===== src/rtl/core/mrpt_pkg.sv =====
// ----------------------------------------------------------------------------
// mrpt_pkg
// Types and constants shared by the primality test modules.
// ----------------------------------------------------------------------------
package mrpt_pkg;

    localparam int NUM_WIDTH = 64;
    localparam int CNT_WIDTH = $clog2(NUM_WIDTH + 1);
    localparam int BIT_WIDTH = $clog2(NUM_WIDTH);

    typedef logic [NUM_WIDTH-1:0] t_num;

    typedef enum logic [2:0] {
        OP_NONE,
        OP_LOAD,    // latch request, start reduction of the witness
        OP_MUL,     // start one modular multiply
        OP_SHIFT    // strip one trailing zero from d
    } t_op;

    typedef enum logic [1:0] {
        MUL_SQR_B,  // b <= b*b
        MUL_ACC_B,  // x <= x*b
        MUL_SQR_X   // x <= x*x
    } t_msel;

    typedef struct packed {
        t_op   op;
        t_msel msel;
        logic  set_fail;
        logic  clr_fail;
        logic  set_x_one;
        logic  exp_shr;
    } t_cmd;

    typedef struct packed {
        logic busy;       // reduction or multiply running
        logic trivial_pass;
        logic trivial_fail;
        logic a_zero;
        logic d_even;
        logic exp_zero;
        logic exp_lsb;
        logic x_is_one;
        logic x_is_nm1;
        logic r_more;     // squarings remain
        logic last;
        logic fail;
    } t_sts;

    typedef enum logic [3:0] {
        ST_IDLE,
        ST_REDUCE,
        ST_CHECK,
        ST_SPLIT,
        ST_POW_STEP,
        ST_POW_WAIT,
        ST_SQR_B_WAIT,
        ST_TEST_X,
        ST_SQR_X_WAIT,
        ST_DONE,
        ST_OUT
    } t_state;

endpackage


===== src/rtl/core/mrpt_ctrl.sv =====
// ----------------------------------------------------------------------------
// mrpt_ctrl
// Round sequencer: handshakes, reduction, exponentiation and squarings.
// ----------------------------------------------------------------------------
module mrpt_ctrl
    import mrpt_pkg::*;
(
    input  logic i_clk,
    input  logic i_rst_n,
    input  logic i_in_valid,
    output logic o_in_ready,
    output logic o_out_valid,
    input  logic i_out_ready,
    input  t_sts i_sts,
    output t_cmd o_cmd
);

    t_state r_state, n_state;

    always_ff @(posedge i_clk) begin
        if (!i_rst_n) r_state <= ST_IDLE;
        else          r_state <= n_state;
    end

    always_comb begin
        n_state = r_state;
        case (r_state)
            ST_IDLE:   if (i_in_valid) n_state = ST_REDUCE;
            ST_REDUCE: if (!i_sts.busy) n_state = ST_CHECK;
            ST_CHECK: begin
                if (i_sts.fail || i_sts.trivial_pass || i_sts.trivial_fail)
                    n_state = ST_DONE;
                else if (i_sts.a_zero) n_state = ST_DONE;
                else n_state = ST_SPLIT;
            end
            ST_SPLIT:    if (!i_sts.d_even) n_state = ST_POW_STEP;
            ST_POW_STEP: begin
                if (i_sts.exp_zero)     n_state = ST_TEST_X;
                else if (i_sts.exp_lsb) n_state = ST_POW_WAIT;
                else                    n_state = ST_SQR_B_WAIT;
            end
            ST_POW_WAIT:   if (!i_sts.busy) n_state = ST_SQR_B_WAIT;
            ST_SQR_B_WAIT: if (!i_sts.busy) n_state = ST_POW_STEP;
            ST_TEST_X: begin
                if (i_sts.x_is_nm1 || i_sts.x_is_one) n_state = ST_DONE;
                else if (i_sts.r_more) n_state = ST_SQR_X_WAIT;
                else n_state = ST_DONE;
            end
            ST_SQR_X_WAIT: if (!i_sts.busy) n_state = ST_TEST_X;
            ST_DONE: n_state = i_sts.last ? ST_OUT : ST_IDLE;
            ST_OUT:  if (i_out_ready) n_state = ST_IDLE;
            default: n_state = ST_IDLE;
        endcase
    end

    // The first entry to TEST_X tests for 1 and n-1; later entries follow a
    // squaring, where only n-1 passes and a 1 means failure.
    logic r_sq;
    always_ff @(posedge i_clk) begin
        if (!i_rst_n) r_sq <= 1'b0;
        else if (r_state == ST_CHECK) r_sq <= 1'b0;
        else if (r_state == ST_SQR_X_WAIT) r_sq <= 1'b1;
    end

    always_comb begin
        o_cmd       = '{op: OP_NONE, msel: MUL_SQR_B, default: 1'b0};
        o_in_ready  = (r_state == ST_IDLE);
        o_out_valid = (r_state == ST_OUT);
        case (r_state)
            ST_IDLE:   if (i_in_valid) o_cmd.op = OP_LOAD;
            ST_CHECK: begin
                if (!i_sts.fail && i_sts.trivial_fail) o_cmd.set_fail = 1'b1;
                o_cmd.set_x_one = 1'b1;
            end
            ST_SPLIT:  if (i_sts.d_even) o_cmd.op = OP_SHIFT;
            ST_POW_STEP: begin
                if (!i_sts.exp_zero) begin
                    o_cmd.op   = OP_MUL;
                    o_cmd.msel = i_sts.exp_lsb ? MUL_ACC_B : MUL_SQR_B;
                    if (!i_sts.exp_lsb) o_cmd.exp_shr = 1'b1;
                end
            end
            ST_POW_WAIT: if (!i_sts.busy) begin
                o_cmd.op      = OP_MUL;
                o_cmd.msel    = MUL_SQR_B;
                o_cmd.exp_shr = 1'b1;
            end
            ST_TEST_X: begin
                if (i_sts.x_is_nm1 || (i_sts.x_is_one && !r_sq)) begin
                end else if (i_sts.r_more && !i_sts.x_is_one) begin
                    o_cmd.op   = OP_MUL;
                    o_cmd.msel = MUL_SQR_X;
                end else begin
                    o_cmd.set_fail = 1'b1;
                end
            end
            ST_OUT: if (i_out_ready) o_cmd.clr_fail = 1'b1;
            default: ;
        endcase
    end

endmodule


===== config.mk =====
export PLATFORM = sky130hd
export DESIGN_NAME = mrpt_ctrl
export DESIGN_NICKNAME = d
export VERILOG_FILES = /design/src/rtl/core/mrpt_pkg.sv /design/src/rtl/core/mrpt_ctrl.sv
export SDC_FILE = /design/constraint.sdc
export NUM_CORES = 1
export LEC_CHECK = 0
export BUFFER_PORTS_ARGS = -buffer_cell sky130_fd_sc_hd__buf_2
export CORE_MARGIN = 2
export CORE_UTILIZATION = 29
export DETAILED_ROUTE_END_ITERATION = 8
export GPL_TIMING_DRIVEN = 0
export PLACE_DENSITY_LB_ADDON = 0.05
export SLEW_MARGIN = 0
export SYNTH_ARGS = -nofsm -noshare
export SYNTH_HDL_FRONTEND = slang
export SYNTH_SLANG_ARGS = --single-unit

===== constraint.sdc =====
create_clock -name i_clk -period 3.8 [get_ports i_clk]
set_input_delay 0.38 -clock i_clk [delete_from_list [all_inputs] [get_ports i_clk]]
set_output_delay 0.38 -clock i_clk [all_outputs]
set_load 0.1 [all_outputs]

==> results of run 1 <==
-- layout make-up --
type,instances,area share [%]
Buffer,7,6.10
Timing Repair Buffer,25,16.5
Tap cell,25,4.12
Sequential cell,5,13.2
Clock buffer,4,3.46
Multi-Input combinational cell,62,54.2
Inverter,5,2.47
-- power groups by stage --
stage	Combinational (mW)	Sequential, mW	Clock, mW
finish	0.508	0.0793	0.0609
global route	0.551	0.0815	0.0724
CTS	0.512	0.0793	0.0634
detailed placement	0.510	0.0801	0
global placement	0.515	0.0797	0
floorplan	0.423	0.0782	0
-- synth_stat cells, types with 2 or more instances --
master    count
clkbuf_1      2
nand2_1       5
o21ai_0       7
a21oi_1       4
and2_1        2
a31o_1        2
a31oi_1       2
a21boi_0      2
nor3_1        7
a32o_1        2
nor4_1        4
nand3_1       2
buf_4         3
inv_1         4
nand2b_1      4
dfxtp_1       5
nor2_1        2
-- worst max-delay path, cell delays in order, from the launching register on --
cell      delay (ns)
dfxtp_1         0.29
buf_2           0.17
clkbuf_1        0.24
nor3_1          0.24
a21oi_1         0.06
nor3_1          0.19
buf_2           0.45
-- how the worst max path moves through the flow --
| stage | start | to | slack, ns | depth (start not counted) |
|---|---|---|---|---|
| floorplan | r_state[0] | o_cmd[4] | -0.16 | 3 |
| global placement | r_state[0] | o_cmd[7] | 1.78 | 5 |
| detailed placement | r_state[0] | o_cmd[0] | 1.79 | 6 |
| CTS | r_state[0] | o_cmd[0] | 1.53 | 5 |
| global route | r_state[0] | o_cmd[0] | 1.36 | 6 |
| finish | r_state[0] | o_cmd[0] | 1.54 | 6 |
-- cell usage in the layout, fill, tap and decap left out, types with 2 or more instances in the layout --
master,instances
clkbuf_4,3
a21oi_1,4
buf_4,3
inv_1,4
a21boi_0,2
nor4_1,4
nand2b_1,4
a31o_1,2
a32o_1,2
a31oi_1,2
clkbuf_1,3
and2_1,2
nand3_1,2
nand2_1,5
nor2_1,2
o21ai_0,7
buf_2,26
nor3_1,6
dfxtp_1,5
-- metal layers --
layer | vias to the layer above | wire (um) | track usage (%)
met5 | - | 0 | 0
met4 | 0 | 0 | 1.62
met3 | 0 | 89 | 6.67
met2 | 19 | 716 | 27.1
met1 | 305 | 733 | 21.1
li1 | 353 | - | -
-- kinds of logic (layout without fill, tap and decap cells) --
logic type	after synthesis	count (layout)
AND/OR/NAND/NOR	31	31
flip-flops	5	5
multiplexers	1	1
AO/OA/AOI/OAI	29	29
other	1	1
buffers and inverters	12	41
-- state kept, by name, summed over array words and instances (netlist names) --
register,flops
r_sq,1
r_state,4
==> qor.yml, run 1 <==
status: "finished, final reports clean"
cts_buffers: 3
synth_simple_gate_area_share_pct: 32.7
sw_frac_of_total_pct: 62.5
die_x_um: 48.2
reg2regPathDepth: 6
dpl_cell_area_um2: 733
place_hpwl_um: 1260
grtUsageTotal_pct: 16.5
startpoint_type: "flop"
fin_util_pct: 42.6
ir_drop_mv: 0.405
cts_setup_buffers: 0
layout.area.seq_um2: 100
min_from: "i_rst_n"
synthXorXnorAreaFrac_pct: 0
synth_edf_count: 0
grt_pass1_vias: 612
synth-seq-cells: 5
yosysTopAreaCell: "dfxtp_1"
ys_seq_area_share_pct: 17.7
viasPerCell: 5.09
postSynthCellCount: 79
gp_congestion: 0.834
fin_cells: 133
synth.distinct_cells: 37
vias: 677
post_drt_wl_per_cell_um: 11.6
hp-class: "in2reg"
antenna_cells: 0
rr_endpoint: "r_state[3]"
die_area_um2: 2320
rrSetupSlack_ns: 2.42
clockBufferDepth: 2
leakagePower_nw: 0.326
clkSinkCount: 5
insertion_delay_ns: 0.24
crit_required_ns: 3.42
finalCriticalPeriod_ns: 2.26
ctsHoldBuffers: 0
synth_top_cell_area_share_pct: 17.7
synth_top_family_by_area: "compound AO/OA/AOI/OAI gates"
fin_area_um2: 759
drt_first_pass_iters: 4
h-tree-depth: 1
drive_gt1_share_pct: 37.0
final.setup_skew_ns: 0.000845
core-area_um2: 1780
start_util_pct: 31.8
muxShareOfSynthArea_pct: 1.77
setup_slack_ns: 1.54
tns_ns: 0
synth.avg_cell_area_um2: 7.17
hold_end: "r_state[0]"
p_sw_mw: 0.405
arrival_ns: 1.88
hold_violations: 0
netlist_area_um2: 567
fillers: 200
post_cts_resized: 0
pwr-share-clk_pct: 9.4
pre_cts_ws_ns: 1.79
setup-violations-final: 0
syn-num-nets: 95
combPwrFrac_pct: 78.4
fmax_mhz: 442
power_frac_seq_pct: 12.2
maxCapViolCount: 0
cts_tree: "built"
crit_fanout: 10
finalCritPeriodShare_pct: 59.5
yosys_most_used_dff: "dfxtp_1"
grt_remaining_overflow: 0
powerDensity_nw_per_um2: 854
drt_iter0_markers: 12
chipHeight_um: 48.2
rows: 15
endpoint_kind: "output pin"
drc: 0
rsz0062_at_grt: "false"
holdWs_ns: 0.421
drv_slew: 0
synth_compound_area_share_pct: 35.8
ant_nets: 0
dp_cells: 129
synthTopCellsByArea: "dfxtp_1, nor3_1, o21ai_0, nand2b_1, nor4_1"
wl_um: 1540
synth-adder-area-share_pct: 0
pin_count: 27
path_clk_slew_ns: 0.04
synth_warnings: 0
final_nets: 125
internal_power_mw: 0.243
async_reset_ff_share_pct: 0
multi_input_area_um2: 412
antenna_found_initial: 0
total_power_mw: 0.649
grt_pass1_wl_um: 2650
area_growth_syn_to_layout_pct: 34.0
timing.rr.start: "r_state[3]"
critical_path_class: "reg2out"
grt_max_degree: 11
io_buffers: 25
cts_root_buf: "clkbuf_4"
whs_path_depth: 2
(Power assumes the default switching activity.)
==> run 2: changes to the inputs <==
- clock period: 3.8 -> 1.85 ns (I/O delays scaled with it)
==> run 2 against run 1 <==
  * Wire length grew 17%
  * Sequential cell count is the same
  * Setup slack lost 1.5 ns
  * Register-to-register slack lost 2.0 ns
  * Clock-buffer cell count is the same
  * Via count grew 2.1%
  * Global-route usage grew 1.1 points
  * First-iteration DRC count shrank 8.3%
  * Critical endpoint is now o_cmd[3]
==> qor.yml, run 2 (synthesis results as in run 1) <==
pwr-share-clk_pct: 7.8
final_nets: 125
cts_buffers: 3
top_regs: "r_state: 4 flops, r_sq: 1 flops"
critical_path_class: "reg2out"
crit_required_ns: 1.66
grt_pass1_wl_um: 2790
setup_slack_ns: 0.0648
cts_tree: "built"
grt_max_degree: 11
power_frac_seq_pct: 10.5
rsz0062_at_grt: "false"
startpoint_type: "flop"
drv_slew: 0
viasPerCell: 5.20
total_power_mw: 1.60
rrSetupSlack_ns: 0.42
fillers: 184
crit_fanout: 5
grt_pass1_vias: 639
endpoint: "o_cmd[3]"
pin_count: 27
status: "finished, final reports clean"
fin_area_um2: 950
path_clk_slew_ns: 0.04
die_x_um: 48.2
rr_endpoint: "r_state[3]"
cts_root_buf: "clkbuf_4"
setup-violations-final: 0
arrival_ns: 1.60
leakagePower_nw: 0.379
drt_iter0_markers: 11
chipHeight_um: 48.2
fmax_mhz: 560
drt_first_pass_iters: 4
tns_ns: 0
antenna_cells: 0
grt_remaining_overflow: 0
clockBufferDepth: 2
regMostFlops: "r_state"
reg2regPathDepth: 6
start_util_pct: 31.8
final.setup_skew_ns: 0.00137
largest_reg_flops: 4
sw_frac_of_total_pct: 59.5
drc: 0
hp-class: "in2reg"
finalCriticalPeriod_ns: 1.79
post_drt_wl_per_cell_um: 13.5
internal_power_mw: 0.649
final_common_cell: "buf_2"
hold_violations: 0
vias: 691
area_growth_syn_to_layout_pct: 67.5
timing.rr.start: "r_state[2]"
drive_gt1_share_pct: 50.0
grtUsageTotal_pct: 17.6
clkSinkCount: 5
die_area_um2: 2320
core-area_um2: 1780
dpl_cell_area_um2: 865
insertion_delay_ns: 0.24
antenna_found_initial: 0
io_buffers: 25
startpoint: "r_state[1]"
pre_cts_ws_ns: 0.0224
rows: 15
ant_nets: 0
ir_drop_mv: 0.960
p_sw_mw: 0.955
endpoint_kind: "output pin"
combPwrFrac_pct: 81.7
finalCritPeriodShare_pct: 96.5
gp_congestion: 0.806
place_hpwl_um: 1390
final_cell_mix: "buf_2, buf_4, o21ai_0, clkbuf_4"
maxCapViolCount: 0
wl_um: 1790
powerDensity_nw_per_um2: 1690
h-tree-depth: 1
holdWs_ns: 0.233
ctsHoldBuffers: 0
-- run 2: area by class of cell --
cell class	instances	area (um2)	area share, %
flip-flops and latches	5	101	10.7
multi-input cells	62	526	55.3
well taps	25	31.3	3.29
clock buffers	4	26.3	2.77
plain buffers	7	73.8	7.77
inverters	5	18.8	1.98
repair buffers	25	173	18.2
-- run 2: worst min path at each step --
stage,start,endpoint,slack [ns],cells after the start
floorplan,i_rst_n,r_state[0],0.30,1
global placement,i_rst_n,r_state[2],0.48,2
detailed placement,i_rst_n,r_state[2],0.48,2
CTS,i_rst_n,r_state[2],0.23,2
global route,i_rst_n,r_state[0],0.23,2
finish,i_rst_n,r_state[2],0.23,2
-- run 2: repair_timing --
action | 4_1_cts | 5_1_grt
setup buffers | 0 | 0
gates cloned | 0 | 0
gates resized for setup | 12 | 7
endpoints found under the setup margin | 7 | 5
-- run 2: critical path, cell delays in order (launching register included) --
cell and delay, ns:
dfxtp_2 0.37, inv_2 0.09, nor4_4 0.37, nand3b_1 0.19, o31ai_4 0.10, buf_8 0.23
-- run 2: routing by layer --
metal	track usage [%]	vias up	part of all wire [%]
met5	0	-	0
met3	5.56	2	8.0
met1	23.3	311	46
met4	3.24	0	0.33
met2	28.4	29	46
li1	-	349	-
-- run 2: power by group through the flow --
stage | sequential (mW) | clock, mW | combinational [mW]
6_report | 0.169 | 0.125 | 1.31
5_1_grt | 0.171 | 0.139 | 1.39
4_1_cts | 0.169 | 0.130 | 1.28
3_5_place_dp | 0.169 | 0 | 1.25
3_3_place_gp | 0.167 | 0 | 1.24
2_1_floorplan | 0.162 | 0 | 1.06
-- run 2: stage by stage --
step,cells,utilization [%]
after floorplan,79,-
after global placement,129,48.5
after detailed placement,129,48.5
after CTS,133,52.0
after global routing,133,53.3
final,133,53.3
